==> src/sv/symplectic_motion_integrator_macros.svh <==
// Assertion helpers for the symplectic motion integrator.
// Expanded inside modules that provide clk and arst_n.
`ifndef SYMPLECTIC_MOTION_INTEGRATOR_MACROS_SVH
`define SYMPLECTIC_MOTION_INTEGRATOR_MACROS_SVH

// same-cycle implication, disabled while in reset
`define SMI_ASSERT_IMP(lbl, ante, cons, msg) \
	lbl: assert property (@(posedge clk) disable iff (!arst_n) (ante) |-> (cons)) \
		else $error(msg);

// next-cycle implication, disabled while in reset
`define SMI_ASSERT_NXT(lbl, ante, cons, msg) \
	lbl: assert property (@(posedge clk) disable iff (!arst_n) (ante) |=> (cons)) \
		else $error(msg);

`endif

==> src/sv/smi_pkg.sv <==
// Shared types, constants and arithmetic helpers for the motion integrator.
// No dependencies; used by every module of the block.
`default_nettype none

package smi_pkg;

	localparam int WORD_W     = 32;                     // Q16.16 word
	localparam int FRAC_W     = 16;
	localparam int STEP_W     = 20;                     // input step length
	localparam int COEF_W     = 17;                     // Forest-Ruth coefficients
	localparam int COEF_FRAC  = 16;
	localparam int MP_W       = STEP_W + COEF_W;        // step times coefficient
	localparam int DT_W       = 22;                     // signed substep length
	localparam int PROD_W     = WORD_W + DT_W;          // word times substep
	localparam int SUM_W      = PROD_W - FRAC_W + 1;
	localparam int LEVELS     = 6;                      // dependent update levels
	localparam int CAP        = 2 + 2 * LEVELS + 2;     // item slots in the block
	localparam int FLIGHT_W   = $clog2(CAP + 1);

	localparam logic [COEF_W-1:0] FR_OUTER = COEF_W'(88553);
	localparam logic [COEF_W-1:0] FR_INNER = COEF_W'(111569);

	localparam logic [1:0] MODE_EULER       = 2'd0;
	localparam logic [1:0] MODE_VERLET      = 2'd1;
	localparam logic [1:0] MODE_FOREST_RUTH = 2'd2;

	localparam logic REG_MODE = 1'b0;                  // register index bit of paddr

	typedef logic [2:0][WORD_W-1:0] vec3_t;

	typedef struct packed {
		vec3_t             pos;
		vec3_t             vel;
		vec3_t             acc;
		logic [1:0]        mode;
		logic [STEP_W-1:0] dt;
		logic [DT_W-1:0]   d1;   // outer Forest-Ruth substep
		logic [DT_W-1:0]   d2;   // inner Forest-Ruth substep, negative
	} body_t;

	typedef struct packed {
		vec3_t pos;
		vec3_t vel;
	} res_t;

	typedef struct packed {
		logic [DT_W-1:0] sp;     // step applied to the position update
		logic [DT_W-1:0] sv;     // step applied to the velocity update
	} steps_t;

	// x + (p >>> FRAC_W), clamped to a signed word
	function automatic logic [WORD_W-1:0] sat_add(input logic signed [WORD_W-1:0] x,
		input logic signed [PROD_W-1:0] p);
		logic signed [SUM_W-1:0] s;
		logic [WORD_W-1:0]       r;
		s = SUM_W'(x) + SUM_W'(p >>> FRAC_W);
		if (!s[SUM_W-1] && (|s[SUM_W-2:WORD_W-1])) begin
			r = {1'b0, {(WORD_W-1){1'b1}}};
		end else if (s[SUM_W-1] && !(&s[SUM_W-2:WORD_W-1])) begin
			r = {1'b1, {(WORD_W-1){1'b0}}};
		end else begin
			r = s[WORD_W-1:0];
		end
		return r;
	endfunction

	// Each level does pos += vel*sp and vel += acc*sv side by side. Levels pair
	// up into substeps: even level drifts and kicks (Euler: kick), odd level drifts.
	function automatic steps_t level_steps(input logic [2:0] lvl, input logic [1:0] mode,
		input logic [STEP_W-1:0] dt, input logic [DT_W-1:0] d1, input logic [DT_W-1:0] d2);
		steps_t          s;
		logic [DT_W-1:0] dtw;
		logic [DT_W-1:0] full;
		logic [1:0]      sub;
		logic            kick;
		dtw  = DT_W'(dt);
		full = '0;
		sub  = lvl[2:1];
		kick = !lvl[0];
		s    = '0;
		case (mode)
			MODE_VERLET: begin
				if (sub == 2'd0) full = dtw;
			end
			MODE_FOREST_RUTH: begin
				case (sub)
					2'd0:    full = d1;
					2'd1:    full = d2;
					2'd2:    full = d1;
					default: full = '0;
				endcase
			end
			default: begin
				// semi-implicit Euler (unused code too): kick, then full drift
				if (sub == 2'd0) begin
					if (kick) s.sv = dtw;
					else      s.sp = dtw;
				end
			end
		endcase
		if (mode == MODE_VERLET || mode == MODE_FOREST_RUTH) begin
			s.sp = {full[DT_W-1], full[DT_W-1:1]};
			s.sv = kick ? full : '0;
		end
		return s;
	endfunction

endpackage

`default_nettype wire

==> src/sv/smi_step_gen.sv <==
// Entry stages: forms the Forest-Ruth substep lengths from the step length.
// Depends on smi_pkg.
`default_nettype none

module smi_step_gen (
	input  wire logic          clk,
	input  wire logic          arst_n,
	input  wire logic          in_valid,
	output logic               in_ready,
	input  wire smi_pkg::body_t in_body,
	output logic               out_valid,
	input  wire logic          out_ready,
	output smi_pkg::body_t     out_body
);

	logic                          v_s1, v_s2, en_s1, en_s2;
	smi_pkg::body_t                body_s1, body_s2, body_nx;
	logic [smi_pkg::MP_W-1:0]      m1_s1, m2_s1;
	logic signed [smi_pkg::MP_W:0] neg2;

	assign en_s2    = !v_s2 || out_ready;
	assign en_s1    = !v_s1 || en_s2;
	assign in_ready = en_s1;

	always_ff @(posedge clk or negedge arst_n) begin
		if (!arst_n) begin
			v_s1 <= 1'b0;
			v_s2 <= 1'b0;
		end else begin
			if (en_s1) v_s1 <= in_valid;
			if (en_s2) v_s2 <= v_s1;
		end
	end

	always_comb begin
		neg2       = -$signed({1'b0, m2_s1});
		body_nx    = body_s1;
		body_nx.d1 = smi_pkg::DT_W'(m1_s1 >> smi_pkg::COEF_FRAC);
		body_nx.d2 = smi_pkg::DT_W'(neg2 >>> smi_pkg::COEF_FRAC);
	end

	always_ff @(posedge clk) begin
		if (en_s1) begin
			body_s1 <= in_body;
			m1_s1   <= smi_pkg::MP_W'(in_body.dt) * smi_pkg::MP_W'(smi_pkg::FR_OUTER);
			m2_s1   <= smi_pkg::MP_W'(in_body.dt) * smi_pkg::MP_W'(smi_pkg::FR_INNER);
		end
		if (en_s2) body_s2 <= body_nx;
	end

	assign out_valid = v_s2;
	assign out_body  = body_s2;

endmodule

`default_nettype wire

==> config.mk <==
export PLATFORM = sky130hd
export DESIGN_NAME = smi_step_gen
export DESIGN_NICKNAME = d
export VERILOG_FILES = /design/src/sv/symplectic_motion_integrator_macros.svh /design/src/sv/smi_pkg.sv /design/src/sv/smi_step_gen.sv
export SDC_FILE = /design/constraint.sdc
export NUM_CORES = 1
export LEC_CHECK = 0
export ABC_AREA = 1
export BUFFER_PORTS_ARGS = -buffer_cell sky130_fd_sc_hd__buf_2
export CAP_MARGIN = 25
export CORE_MARGIN = 2
export CORE_UTILIZATION = 35
export DETAILED_ROUTE_END_ITERATION = 10
export PLACE_DENSITY = 0.55
export REMOVE_ABC_BUFFERS = 1
export SYNTH_ARGS = -nofsm -noshare
export SYNTH_HDL_FRONTEND = slang
export SYNTH_SLANG_ARGS = --single-unit
==> constraint.sdc <==
create_clock -name clk -period 48.6 [get_ports clk]
set_input_delay 12.15 -clock clk [delete_from_list [all_inputs] [get_ports clk]]
set_output_delay 12.15 -clock clk [all_outputs]
set_load 0.1 [all_outputs]
Word level (Yosys, flattened, before mapping)
Index checks and enable logic that the tools add are counted.

Memories: 0. Bits in read-only memories: 0. Output and inout bits: 356. Bits of input ports: 358. Memory bits (writable): 0. Flip-flop bits (word level): 739. Bits in latches: 0. Word-level logic and storage cells: 35.

Order comparisons: 0. Muxes and demuxes: 0. Reductions and logical operators: 4. Divide/modulo/power cells: 0. Shift-type cells: 0. Add/subtract/negate cells: 1. Bitwise logic cells: 0. Multiply operators: 2. Equal/unequal tests: 0.

Operator list (count): $mul 20x17->37 const B (2); $neg 37->38 (1); $logic_not 1->1 (2); $logic_or 1x1->1 (2).

Depth between registers and ports, before layout
Depth in word-level cells: 3. Depth in mapped cells: 25. Gate-level depth less buffers: 24.

Least setup slack after synthesis
Ideal clock, no wire load.

Path type: input to output. From: input port out_ready. To: output port in_ready. Data arrival time: 21115 ps. Cell stages on the path: 2. Path buffers: 0. Setup slack: 15335 ps. Data required time: 36450 ps. Cell sequence: inv_1 nand3_1.

Longest elaborated chain between the ends: 2.

RTL lines: from (decl) (RTL line smi_step_gen.sv:12) `input wire logic out_ready,`; $logic_or 1x1->1 (RTL line smi_step_gen.sv:21) `assign en_s2 = !v_s2 || out_ready;`; $logic_or 1x1->1 (RTL line smi_step_gen.sv:22) `assign en_s1 = !v_s1 || en_s2;`; to (decl) (RTL line smi_step_gen.sv:9) `output logic in_ready,`.

No other way between the ends.

Worst setup path in the final report
Ends and elaborated chain as after synthesis.

==> impl_metrics.env <==
export IMPL_crit_type="input port to primary output"
export IMPL_slew_limit_headroom_pct=16.5
export IMPL_tns_ps=0
export IMPL_synthXorXnorAreaFrac_pct=1.06
export IMPL_wirelength_um=94600
export IMPL_avgRoutedWirePerCell_um=19.8
export IMPL_clock_fmax_mhz=38.8
export IMPL_critical_path_slowest_cell="nand3_4"
export IMPL_dpl_cell_area_um2=40800
export IMPL_synth_edf_count=717
export IMPL_vias_per_cell=4.44
export IMPL_area_delta_synth_final_pct=21.5
export IMPL_ctsHtreeMaxLevel=3
export IMPL_clock_latency_ps=630
export IMPL_fillers=9566
export IMPL_skew_ps=23.9
export IMPL_cts_hold_buf=0
export IMPL_fp_coreArea_um2=101000
export IMPL_end_kind="primary output"
export IMPL_cts_buffers=76
export IMPL_path_clk_slew_ps=60
export IMPL_yosysTopAreaCell="edfxtp_1"
export IMPL_synth_area_um2=35700
export IMPL_port_buffers=668
export IMPL_dp_cells=4611
export IMPL_nets=4200
export IMPL_crit_path_max_incr_delay_ps=620
export IMPL_drv_slew=0
export IMPL_place_ws_ps=22780
export IMPL_dr_first_iter_drc_count=1285
export IMPL_setup_violations_final=0
export IMPL_synth_commonest_cells="edfxtp_1, inv_1, nand2_1"
export IMPL_antenna_found_initial=55
export IMPL_cp_common_cell="buf_2"
export IMPL_cts_resized=0
export IMPL_worstPathRequired_ps=36450
export IMPL_cts_tree="done"
export IMPL_synth_distinct_cells=37
export IMPL_dieArea_um2=104000
export IMPL_ant_nets=0
export IMPL_grt_pass1_wl_um=134000
export IMPL_finalCritPeriodShare_pct=53.0
export IMPL_gr_total_overflow=0
export IMPL_finalHoldViolCount=0
export IMPL_start_util_pct=35.1
export IMPL_rsz0062_at_grt="false"
export IMPL_path_cells="buf_2 -> inv_1 -> nand3_4 -> buf_2"
export IMPL_cp_max_fo=39
export IMPL_period_needed_ps=25750
export IMPL_synth_mux_area_share_pct=0
export IMPL_worst_slack_ps=22850
export IMPL_first_pass_iters=5
export IMPL_die_h_um=323
export IMPL_gp_congestion=0.865
export IMPL_hold_path_class="register to register"
export IMPL_tightestPinTransition_ps=1250
export IMPL_yosysMostFrequentCell="edfxtp_1"
export IMPL_grtUsageTotal_pct=17.8
export IMPL_synth_adder_area_share_pct=23.5
export IMPL_synth_compound_area_share_pct=1.50
export IMPL_layout_cells_non_filler=4771
export IMPL_ys_seq_area_share_pct=60.5
export IMPL_final_layout_size_suffix_gt1_share_pct=24.3
export IMPL_ys_warnings_count=0
export IMPL_die_w_um=323
export IMPL_cp_arrival_ps=13600
export IMPL_synthFlopType="edfxtp_1"
export IMPL_avgSynthCellArea_um2=13.9
export IMPL_startpoint_type="input port"
export IMPL_rows=117
export IMPL_ioPinCount=714
export IMPL_postCtsSetupBuffers=0
export IMPL_clk_path_buf_depth=3
export IMPL_drc_errors=0
export IMPL_syn_inst=2570
export IMPL_synthSimpleGateAreaFrac_pct=7.69
export IMPL_status="complete, no violations"
export IMPL_cts_root_buf="clkbuf_16"
export IMPL_yosys_top_cells_area="edfxtp_1, fa_1, ha_1, inv_1, nand2_1"
export IMPL_vias=21166
export IMPL_place_detailed_hpwl_um=75600
export IMPL_max_cap_viol_count=0
export IMPL_synth_top_cell_area_share_pct=60.4
export IMPL_synth_top_family_by_area="adder cells"
export IMPL_ys_ff_latch=719
export IMPL_clkSinkCount=719
export IMPL_grt_pass1_vias=21061
export IMPL_synthArstFlopShare_pct=0.278
export IMPL_grt_max_degree=171
export IMPL_post_route_cell_area_um2=43300
state kept, by name (all words and copies together) (netlist names):
| signal | count |
|---|---|
| out_body | 353 |
| body_nx | 310 |
| m1_s1 | 21 |
| out_valid | 1 |
| v_s1 | 1 |
| m2_s1 | 33 |
placed cells by master (no fill, tap or decap), drive strengths merged, types with 2 or more instances in the layout:
master,synthesis,final
buf,1,676
ha,272,272
or2,6,6
o21bai,9,9
fa,248,248
nor2,122,122
clkinvlp,0,3
clkinv,0,29
diode,0,19
dfrtp,2,2
edfxtp,717,717
a21o,5,5
xnor2,5,5
nor4,3,3
nor3,17,17
clkbuf,1,95
nand4,15,15
o21ai,21,21
xor2,38,38
inv,543,550
o21a,3,3
nand2,405,405
nand3b,6,6
bufinv,0,6
nand3,66,66
and2,5,5
a21oi,58,58
worst paths after layout:
| path | end | cells past startpoint | startpoint | slack (ps) |
|---|---|---|---|---|
| min in group asynchronous | v_s1$_DFFE_PN0P_ | 1 | arst_n | 11310 |
| hold reg to reg | out_body[147]$_DFFE_PP_ | 0 | body_nx[147]$_DFFE_PP_ | 390 |
| hold / removal | out_body[147]$_DFFE_PP_ | 0 | body_nx[147]$_DFFE_PP_ | 390 |
| setup / recovery | in_ready | 4 | out_ready | 22850 |
| setup reg to reg | body_nx[61]$_DFFE_PP_ | 4 | out_valid$_DFFE_PN0P_ | 44430 |
| max in group asynchronous | out_valid$_DFFE_PN0P_ | 1 | arst_n | 37190 |
layer usage:
layer / GRT usage [%] / wire [um]
met5: 0 / 383
met4: 6.44 / 3310
met3: 5.97 / 7680
met2: 31.8 / 48700
met1: 19.6 / 34600
final cells by class:
cell class | instances | area, um^2 | share of cell area [%]
well taps | 1368 | 1710 | 3.95
clock inverters | 45 | 455 | 1.05
clock buffers | 95 | 1990 | 4.60
flip-flops and latches | 719 | 21600 | 49.8
diodes | 19 | 47.5 | 0.110
multi-input cells | 1306 | 12000 | 27.8
repair buffers | 676 | 3450 | 7.96
inverters | 543 | 2040 | 4.71
worst max-delay path, delay by kind of cell:
family | cells | cell delay [ps]
buffers and inverters | 3 | 810
AND/OR/NAND/NOR | 1 | 620
stage by stage:
| stage | util [%] | hold WS (ps) |
|---|---|---|
| after floorplan | - | 400 |
| after global placement | 40.2 | 400 |
| after detailed placement | 40.2 | 405 |
| after CTS | 42.6 | 384 |
| after global routing | 42.7 | 409 |
| final | 42.7 | 394 |
kinds of logic (layout without fill, tap and decap cells):
logic type / after synthesis / in the layout
AO/OA/AOI/OAI: 97 / 97
XOR/XNOR: 43 / 43
adder cells (fa/ha/maj): 520 / 520
buffers and inverters: 545 / 1359
flip-flops: 719 / 719
other: 1 / 20
AND/OR/NAND/NOR: 645 / 645
Power is left out: the tool's default activity adds up to more than one toggle a clock period on the data nets, which glitch-free logic cannot reach.
