### config.mk
export PLATFORM = sky130hd
export DESIGN_NAME = smi_skid
export DESIGN_NICKNAME = d
export VERILOG_FILES = /design/src/sv/symplectic_motion_integrator_macros.svh /design/src/sv/smi_pkg.sv /design/src/sv/smi_skid.sv
export SDC_FILE = /design/constraint.sdc
export NUM_CORES = 1
export LEC_CHECK = 0
export BUFFER_PORTS_ARGS = -buffer_cell sky130_fd_sc_hd__buf_4
export CAP_MARGIN = 20
export CORE_MARGIN = 10
export CORE_UTILIZATION = 52
export CTS_CLUSTER_SIZE = 30
export DETAILED_ROUTE_END_ITERATION = 8
export GPL_ROUTABILITY_DRIVEN = 0
export PLACE_DENSITY = 0.81
export SYNTH_ARGS = -nofsm -noshare
export SYNTH_HDL_FRONTEND = slang
export SYNTH_SLANG_ARGS = --single-unit
### constraint.sdc
create_clock -name clk -period 25.6 [get_ports clk]
set_input_delay 0 -clock clk [delete_from_list [all_inputs] [get_ports clk]]
set_output_delay 0 -clock clk [all_outputs]
set_load 0.02 [all_outputs]
### src/sv/symplectic_motion_integrator_macros.svh
// Assertion helpers for the symplectic motion integrator.
// Expanded inside modules that provide clk and arst_n.
`ifndef SYMPLECTIC_MOTION_INTEGRATOR_MACROS_SVH
`define SYMPLECTIC_MOTION_INTEGRATOR_MACROS_SVH

// same-cycle implication, disabled while in reset
`define SMI_ASSERT_IMP(lbl, ante, cons, msg) \
	lbl: assert property (@(posedge clk) disable iff (!arst_n) (ante) |-> (cons)) \
		else $error(msg);

// next-cycle implication, disabled while in reset
`define SMI_ASSERT_NXT(lbl, ante, cons, msg) \
	lbl: assert property (@(posedge clk) disable iff (!arst_n) (ante) |=> (cons)) \
		else $error(msg);

`endif

### src/sv/smi_pkg.sv
// Shared types, constants and arithmetic helpers for the motion integrator.
// No dependencies; used by every module of the block.
`default_nettype none

package smi_pkg;

	localparam int WORD_W     = 32;                     // Q16.16 word
	localparam int FRAC_W     = 16;
	localparam int STEP_W     = 20;                     // input step length
	localparam int COEF_W     = 17;                     // Forest-Ruth coefficients
	localparam int COEF_FRAC  = 16;
	localparam int MP_W       = STEP_W + COEF_W;        // step times coefficient
	localparam int DT_W       = 22;                     // signed substep length
	localparam int PROD_W     = WORD_W + DT_W;          // word times substep
	localparam int SUM_W      = PROD_W - FRAC_W + 1;
	localparam int LEVELS     = 6;                      // dependent update levels
	localparam int CAP        = 2 + 2 * LEVELS + 2;     // item slots in the block
	localparam int FLIGHT_W   = $clog2(CAP + 1);

	localparam logic [COEF_W-1:0] FR_OUTER = COEF_W'(88553);
	localparam logic [COEF_W-1:0] FR_INNER = COEF_W'(111569);

	localparam logic [1:0] MODE_EULER       = 2'd0;
	localparam logic [1:0] MODE_VERLET      = 2'd1;
	localparam logic [1:0] MODE_FOREST_RUTH = 2'd2;

	localparam logic REG_MODE = 1'b0;                  // register index bit of paddr

	typedef logic [2:0][WORD_W-1:0] vec3_t;

	typedef struct packed {
		vec3_t             pos;
		vec3_t             vel;
		vec3_t             acc;
		logic [1:0]        mode;
		logic [STEP_W-1:0] dt;
		logic [DT_W-1:0]   d1;   // outer Forest-Ruth substep
		logic [DT_W-1:0]   d2;   // inner Forest-Ruth substep, negative
	} body_t;

	typedef struct packed {
		vec3_t pos;
		vec3_t vel;
	} res_t;

	typedef struct packed {
		logic [DT_W-1:0] sp;     // step applied to the position update
		logic [DT_W-1:0] sv;     // step applied to the velocity update
	} steps_t;

	// x + (p >>> FRAC_W), clamped to a signed word
	function automatic logic [WORD_W-1:0] sat_add(input logic signed [WORD_W-1:0] x,
		input logic signed [PROD_W-1:0] p);
		logic signed [SUM_W-1:0] s;
		logic [WORD_W-1:0]       r;
		s = SUM_W'(x) + SUM_W'(p >>> FRAC_W);
		if (!s[SUM_W-1] && (|s[SUM_W-2:WORD_W-1])) begin
			r = {1'b0, {(WORD_W-1){1'b1}}};
		end else if (s[SUM_W-1] && !(&s[SUM_W-2:WORD_W-1])) begin
			r = {1'b1, {(WORD_W-1){1'b0}}};
		end else begin
			r = s[WORD_W-1:0];
		end
		return r;
	endfunction

	// Each level does pos += vel*sp and vel += acc*sv side by side. Levels pair
	// up into substeps: even level drifts and kicks (Euler: kick), odd level drifts.
	function automatic steps_t level_steps(input logic [2:0] lvl, input logic [1:0] mode,
		input logic [STEP_W-1:0] dt, input logic [DT_W-1:0] d1, input logic [DT_W-1:0] d2);
		steps_t          s;
		logic [DT_W-1:0] dtw;
		logic [DT_W-1:0] full;
		logic [1:0]      sub;
		logic            kick;
		dtw  = DT_W'(dt);
		full = '0;
		sub  = lvl[2:1];
		kick = !lvl[0];
		s    = '0;
		case (mode)
			MODE_VERLET: begin
				if (sub == 2'd0) full = dtw;
			end
			MODE_FOREST_RUTH: begin
				case (sub)
					2'd0:    full = d1;
					2'd1:    full = d2;
					2'd2:    full = d1;
					default: full = '0;
				endcase
			end
			default: begin
				// semi-implicit Euler (unused code too): kick, then full drift
				if (sub == 2'd0) begin
					if (kick) s.sv = dtw;
					else      s.sp = dtw;
				end
			end
		endcase
		if (mode == MODE_VERLET || mode == MODE_FOREST_RUTH) begin
			s.sp = {full[DT_W-1], full[DT_W-1:1]};
			s.sv = kick ? full : '0;
		end
		return s;
	endfunction

endpackage

`default_nettype wire

### src/sv/smi_skid.sv
// Output register with a skid entry; keeps in_ready free of out_ready.
// Depends on smi_pkg.
`default_nettype none

module smi_skid (
	input  wire logic          clk,
	input  wire logic          arst_n,
	input  wire logic          up_valid,
	output logic               up_ready,
	input  wire smi_pkg::res_t up_data,
	output logic               out_valid,
	input  wire logic          out_ready,
	output smi_pkg::res_t      out_data,
	output logic               full
);

	logic          out_valid_q, skid_valid_q, pop, push, load;
	smi_pkg::res_t out_data_q, skid_data_q;

	assign up_ready = !skid_valid_q;
	assign pop      = out_valid_q && out_ready;
	assign push     = up_valid && up_ready;
	assign load     = !out_valid_q || pop;

	always_ff @(posedge clk or negedge arst_n) begin
		if (!arst_n) begin
			out_valid_q  <= 1'b0;
			skid_valid_q <= 1'b0;
		end else if (load) begin
			out_valid_q  <= skid_valid_q || push;
			skid_valid_q <= 1'b0;
		end else if (push) begin
			skid_valid_q <= 1'b1;
		end
	end

	always_ff @(posedge clk) begin
		if (load) out_data_q <= skid_valid_q ? skid_data_q : up_data;
		else if (push) skid_data_q <= up_data;
	end

	assign out_valid = out_valid_q;
	assign out_data  = out_data_q;
	assign full      = skid_valid_q;

endmodule

`default_nettype wire
-- After elaboration in Yosys (flattened, before gate mapping)
Index checks and enable logic that the tools add are counted.
- bits of input ports: 196
- logic and storage cells: 26
- register bits: 386
- output and inout port bits: 195
- reductions and logical operators: 8
- bitwise operators: 1
- muxes and demuxes: 3
- operators with widths (operator ; count):
    2-to-1 mux 192 bit ; 1
    logical AND 1 bit ; 2
    logical NOT 1 bit ; 2
    logical OR 1 bit ; 2
    2-to-1 mux 1 bit ; 2
    AND reduction 2 bit ; 1
    nonzero test 2 bit ; 1
    inverter 1 bit ; 1

-- Longest topological paths before layout
Gate-level depths: netlist (run 1).
- word-level depth: 4
- depth in mapped cells: 5
- gate-level depth less buffers: 2

-- Worst setup path before layout (run 1)
Ideal clock, no wire load.
- kind: reg-to-reg
- start point: reg out_valid_q (netlist: out_valid)
- end point: reg skid_data_q[0] (netlist bit) (enable)
- required time: 22.418 ns
- stages on the path, launching flop included: 3
- library setup time: 3.182 ns
- path slack: 2.443 ns
- arrival: 19.975 ns
- buffers on the path: 0
- clock period less this slack: 23.157 ns
- path through: dfrtp_1 > nand2b_1 > nor3b_1
- longest elaborated chain between the ends: 4
- elaborated cells between the ends (all ways): 5
- classes of those cells: bitwise: 1; reduce/logical: 4
- ends and longest elaborated chain (item ; RTL line ; source):
    start, declared ; smi_skid.sv:17 ; logic out_valid_q, skid_valid_q, pop, push, load;
    start signal, assigned ; smi_skid.sv:30 ; out_valid_q <= skid_valid_q || push;
    logical NOT 1 bit or logical AND 1 bit (tied branches) ; smi_skid.sv:23, smi_skid.sv:21 ;
    logical OR 1 bit * ; smi_skid.sv:23 ; assign load = !out_valid_q || pop;
    net load ; smi_skid.sv:17 ;
    inverter 1 bit (no line) * ; - ;
    AND reduction 2 bit (no line) * ; - ;
    end signal, assigned ; smi_skid.sv:39 ; else if (push) skid_data_q <= up_data;
    end, declared ; smi_skid.sv:18 ; smi_pkg::res_t out_data_q, skid_data_q;
The timed path passes the listed nets; every way through them passes the cells marked *.
A chain may end at the register's enable or synchronous reset.

-- Final worst setup path (run 1)
- start point: reg skid_valid_q (netlist: full)
- end point: reg out_data_q, in the netlist out_data[23] (data pin)
- longest elaborated chain between the ends: 1
- ends and longest elaborated chain (item ; RTL line ; source):
    start, declared ; smi_skid.sv:17 ;
    start signal, assigned ; smi_skid.sv:28 ; skid_valid_q <= 1'b0;
    start signal, assigned ; smi_skid.sv:31 ; skid_valid_q <= 1'b0;
    start signal, assigned ; smi_skid.sv:33 ; skid_valid_q <= 1'b1;
    2-to-1 mux 192 bit ; smi_skid.sv:38 ; if (load) out_data_q <= skid_valid_q ? skid_data_q : up_data;
    end signal, assigned ; smi_skid.sv:38 ;
    end, declared ; smi_skid.sv:18 ;
Every way passes these cells.

==> results.md, run 1 <==
* Status: finished clean
* Synthesized area per cell at 24.00 um^2
* Reg2reg path depth at 3
* Worst skew pair latency at 520 ps
* CTS tree: yes
* Post-route ant nets at 0
* Synth Register Bits at slightly below 400
* Top post-synthesis cells by area: edfxtp_1 (79%), mux2_4 (15%), mux2_2 (3.5%)
* First-pass GRT wire length at 56870 um
* Worst Clk Skew at 24.36 ps
* Vias in the first global route at roughly 9000
* Peak Freq at 282.3 MHz
* Site Rows at 61
* Worst hold slack at 209.7 ps
* Post-CTS Resized at 0
* Clock sink count at 386
* Max FO, Critical Path at 59
* Syn Nets at 802
* Placed Area at 17800 um^2
* Worst Max-Slew Pin Slew at 1089 ps
* Synth Instances at 606
* PD cells at 73.66 nW/um^2
* Yosys warns at 0
* RSZ-0062 raised after global routing: no
* Final min period at 3542 ps
* Most frequent cells in the layout: buf_4 (398), edfxtp_1 (384), dlygate4sd3_1 (195), mux2_4 (147), mux2_2 (45)
* Yosys top cell area share at 0.7927
* Final Cell Area at ~21000 um^2
* Worst Path Buf+Inv at 2
* Tot Pwr at 0.001550 W
* Worst hold path class: in -> reg
* Fillers at between 1000 and 1500
* Startpoint types: flip-flop
* Worst path slowest cell: dfrtp_4
* Worst path arrival time at 3790 ps
* DR vias/cell at about 5.1
* Number of I/O port buffers at roughly 400
* Initial Utilization at 0.5250
* Crit-path most repeated cell: buf_4
* Core area at between 20000 and 30000 um^2
* Endpoints failing hold at 0
* Crit path from: full$_DFFE_PN0P_
* WL/cell at 23.32 um
* Gr usage total at 0.2099
* CP required at approximately 26000 ps
* Htree depth at 2
* Initial antenna violation count at 2
* Crit-path cells: buf_4 > buf_4 > mux2_2
* Max-slew headroom at 0.2739
* CTS root buffer: clkbuf_16
* Share of cells above drive strength 1 at 0.5172
* DR DRC count at 0
* Largest net degree at the start of global routing at 85
* Largest area contributor in the netlist: edfxtp_1
* Most common cell after layout, fill and taps aside: buf_4
* Post-synthesis sequential area ratio at 0.7961
* Vias at 8255
* WS Path Type: reg -> reg
* CP delay by family, top: buffers and inverters
* Worst setup EP type: flip-flop
* Finish-stage setup viols at 0
* Max Cap Viol at 0
* Leakage at roughly 8.3 nW
* Area Overhead vs Synth at 44.66%
* Setup_tns at 0 ps
* TritonCTS buffer count at 39
* Final WL at roughly 38000 um
* CP peak stage delay at 1090 ps
* Final #Nets at between 1000 and 1500
* I/O pin cnt at 391
* Worst R2R Start: full$_DFFE_PN0P_
* Max IR drop VDD at roughly 66 uV
* Slew Viols, Final at 0
* WP depth at 3
* Clock Tree Buf Depth at 3
* Reg2reg end: out_data[23]$_DFFE_PP_
* Worst reg-to-reg setup slack at between 20000 and 25000 ps
* Synthesized area at 14550 um^2
* CTS clk-pin slew, worst paths at 70 ps
* Grt total ovfl at 0
* DP HPWL at between 20000 and 25000 um
* Chip Height at 187.3 um
* CP endpoint: out_data[23]$_DFFE_PP_
* First-pass DRT Iterations at 4
* Final period utilization at 0.1384
* Die width at 187.3 um
* Iteration-0 DRC count of the detailed router at 530
* Distinct cells, synth at 11
* Die ar. at 35060 um^2
[power by group]
part	internal (W)	leakage, nW	switching (W)	total [W]
combinational	0.000114	4.02	0.000105	0.000219
sequential	0.000750	3.71	0.0000190	0.000769
clock	0.000336	0.608	0.000226	0.000561
total	0.00120	8.34	0.000350	0.00155
[routing by layer]
layer | track usage | up-vias | share of wire | routed length [um]
met5 | 0 | - | 0 | 0
met4 | 0.08561 | 0 | 0.036 | 1370
met3 | 0.05556 | 91 | 0.075 | 2840
met2 | 0.3769 | 366 | 0.53 | 20210
met1 | 0.2307 | 4150 | 0.36 | 13550
li1 | - | 3648 | - | -
[state kept, by name, summed over array words and instances, names as in the netlist]
register	flops
skid_data_q	192
out_data	192
out_valid	1
full	1
[cell families (layout without fill, tap and decap cells)]
kind of cell,Yosys count,in the layout,share of synthesized area
and+or+nand+nor,5,5,0.001721
muxes,192,192,0.1866
buffers and inverters,23,664,0.01557
DFF,386,386,0.7961
other,0,3,0
[cells in the mapped netlist]
| master | instances |
|---|---|
| dfrtp_1 | 2 |
| buf_6 | 18 |
| nand2b_1 | 1 |
| nand2_1 | 1 |
| mux2_4 | 147 |
| nor2_1 | 2 |
| buf_2 | 4 |
| nor3b_1 | 1 |
| edfxtp_1 | 384 |
| inv_1 | 1 |
| mux2_2 | 45 |
[worst min-delay path by stage]
stage | startpoint | to | cells after the start
6_report | up_data[44] | skid_data_q[44]$_DFFE_PP_ | 2
5_1_grt | up_data[44] | skid_data_q[44]$_DFFE_PP_ | 2
4_1_cts | up_data[70] | skid_data_q[70]$_DFFE_PP_ | 2
3_5_place_dp | arst_n | out_valid$_DFFE_PN0P_ | 1
3_3_place_gp | arst_n | out_valid$_DFFE_PN0P_ | 1
2_1_floorplan | arst_n | full$_DFFE_PN0P_ | 0
[through the flow]
stage,cells,utilization,worst slack (ps)
2_1_floorplan,606,-,2443
3_3_place_gp,1360,0.6425,22130
3_5_place_dp,1360,0.6425,22070
4_1_cts,1624,0.7583,22050
5_1_grt,1628,0.7595,21870
6_report,1628,0.7595,22060
[area by class of cell]
type | instances | area (um^2) | area share
clock inverter | 15 | 170.2 | 0.008087
inverter | 1 | 3.754 | 0.0001784
clock buffer | 54 | 1085 | 0.05155
tap | 378 | 473.0 | 0.02248
sequential | 386 | 11580 | 0.5505
timing repair buffer | 594 | 4967 | 0.2361
multi-input combinational | 197 | 2751 | 0.1308
antenna | 3 | 7.507 | 0.0003568
[what timing repair did]
item / CTS / global route
hold endpoints to repair: 388 / 0
hold buffers: 195 / 0
buffers inserted: 0 / 0
No activity file was read; power rests on OpenSTA's default activity.
==> inputs of run 2 (changes only) <==
CORE_UTILIZATION = 47   (was 52)
PLACE_DENSITY = 0.77   (was 0.81)
clock period = 3.1 ns   (was 25.6 ns; I/O delays follow)
==> run 2 against run 1 <==
Effect of this change: combinational power increased to 8.4 times the previous value; count of clock-buffer cells in the layout decreased by 5; critical path depth is the same; via count shrank 2.4%; cell count up 0.68%.
==> results.md, run 2 (synthesis gave the netlist of run 1 again) <==
* Leakage at 8.302 nW (-0.43%)
* Worst path slowest cell: buf_12
* CTS clk-pin slew, worst paths at 60 ps (about the same)
* Number of I/O port buffers at 390 (unchanged)
* Place WS at 1165 ps (-20900 ps)
* WL/cell at 22.61 um (-3.1%)
* Hold path cells at 2 (unchanged)
* RSZ-0062 raised after global routing: no
* Die width at 195.9 um (+4.6%)
* Final period utilization at 0.6265 (+0.4881)
* Vias in the first global route at 9025 (-0.80%)
* Final WL at 37060 um (-2.4%)
* Share of cells above drive strength 1 at 0.5169 (about the same)
* Crit-path cells: nand2b_4 > buf_12 > buf_12
* Iteration-0 DRC count of the detailed router at 399 (-25%)
* Post-CTS Setup Inserts at 0 (unchanged)
* Most frequent cells in the layout: buf_4 (390), edfxtp_1 (384), dlygate4sd3_1 (196), mux2_4 (147), mux2_2 (45)
* Reg2reg path depth at 3 (unchanged)
* Initial Utilization at 0.4755 (-0.04950)
* Most common cell after layout, fill and taps aside: buf_4
* Grt total ovfl at 0 (unchanged)
* Worst hold slack at 221.5 ps (+11.85 ps)
* Status: finished clean
* Slew Viols, Final at 0 (unchanged)
* Area Overhead vs Synth at 44.40%
* Clock sink count at 386 (unchanged)
* I/O pin cnt at 391 (unchanged)
* Peak Freq at 514.9 MHz (+82%)
* Worst hold path class: in -> reg
* Fillers at 1853 (+28%)
* Htree depth at 2 (unchanged)
* Max Cap Viol at 0 (unchanged)
* Startpoint types: flip-flop
* Die ar. at 38390 um^2 (+9.5%)
* TritonCTS buffer count at 40 (+2.6%)
* DR vias/cell at 4.915 (-3.1%)
* Vias at 8056 (-2.4%)
* Worst path arrival time at 2090 ps (-1700 ps)
* Max-slew headroom at 0.4704 (+0.1965)
* Endpoints failing hold at 0 (unchanged)
* Worst Max-Slew Pin Slew at 794.5 ps (-294.8 ps)
* Post-route ant nets at 0 (unchanged)
* Worst skew pair latency at 520 ps (about the same)
* Final #Nets at 1414 (-0.071%)
* First-pass GRT wire length at 55400 um (-2.6%)
* Final min period at 1942 ps (-1600 ps)
* WS Path Type: reg -> reg
* CTS tree: yes
* Gr usage total at 0.1852 (-0.02466)
* PD cells at 594.7 nW/um^2 (+710%)
* Initial antenna violation count at 4 (+2)
* Chip Height at 195.9 um (+4.6%)
* CP required at 3250 ps (-22600 ps)
* DR DRC count at 0 (unchanged)
* Max FO, Critical Path at 99 (+68%)
* Clock Tree Buf Depth at 3 (unchanged)
* CTS root buffer: clkbuf_16
* Worst setup EP type: flip-flop
* Setup_tns at 0 ps (unchanged)
* Max IR drop VDD at 496.1 uV (+650%)
* DP HPWL at 22280 um (-2.7%)
* First-pass DRT Iterations at 4 (unchanged)
* Setup ws final at 1158 ps (-20900 ps)
* Worst Clk Skew at 21.00 ps (-3.361 ps)
* Core area at 30590 um^2 (+10%)
* Largest net degree at the start of global routing at 111 (+31%)
* Finish-stage setup viols at 0 (unchanged)
* Site Rows at 64 (+4.9%)
* Worst reg-to-reg setup slack at 1160 ps (-20900 ps)
* Crit-path most repeated cell: buf_12
* CP peak stage delay at 480 ps (-610 ps)
## run 2: changes by cell type in the layout (fill, tap and decap cells not counted), moves of 2 or more
cell,previous run,this run
buf_4,398,390
buf_12,0,6
clkbuf_1,12,8
bufinv_16,4,1
clkinv_2,4,6
## run 2: area by class of cell
cell class / instances / area [um^2] / area share
Clock inverter: 15 / 95.09 / 0.004527
Sequential cell: 386 / 11590 / 0.5516
Multi-Input combinational cell: 197 / 2751 / 0.1310
Inverter: 1 / 3.754 / 0.0001787
Antenna cell: 3 / 7.507 / 0.0003574
Timing Repair Buffer: 592 / 5010 / 0.2385
Tap cell: 396 / 495.5 / 0.02359
Clock buffer: 49 / 1056 / 0.05027
## run 2: final timing paths
| kind | from | end |
|---|---|---|
| hold reg to reg | skid_data_q[139]$_DFFE_PP_ | out_data[139]$_DFFE_PP_ |
| min in group asynchronous | arst_n | full$_DFFE_PN0P_ |
| hold / removal | up_data[32] | skid_data_q[32]$_DFFE_PP_ |
| setup / recovery | out_valid$_DFFE_PN0P_ | out_data[189]$_DFFE_PP_ |
| setup reg to reg | out_valid$_DFFE_PN0P_ | out_data[189]$_DFFE_PP_ |
| max in group asynchronous | arst_n | full$_DFFE_PN0P_ |
## run 2: critical path: cells and delay by family, from the launching register on
kind	cells	cell delay, ps
buf+inv	2	880
flops	1	420
simple gates	1	100
## run 2: layer usage
metal  routed length [um]  vias to the layer above  global-route usage
li1                     -                     3651                   -
met1                13720                     3997              0.2126
met2                18970                      336              0.3157
met3                 3263                       70             0.06496
met4                 1081                        2             0.06391
met5                   16                        -                   0
## run 2: metrics by stage
stage	cells	area (um^2)	utilization	power [W]
after global placement	1376	17880	0.5847	0.007985
after floorplan	606	14560	-	0.007333
after global routing	1639	21010	0.6867	0.01294
final	1639	21010	0.6867	0.01249
after detailed placement	1376	17880	0.5847	0.008027
after CTS	1636	21000	0.6864	0.01257
## run 2: power by group
part	switching [W]	internal, W
logic	0.000888	0.000946
clock network	0.00186	0.00248
registers	0.000122	0.00620
## run 2: timing repair
| action | CTS | global route |
|---|---|---|
| hold buffers | 196 | 0 |
| endpoints found under the hold margin | 388 | 0 |
| gates resized for setup | 0 | 0 |
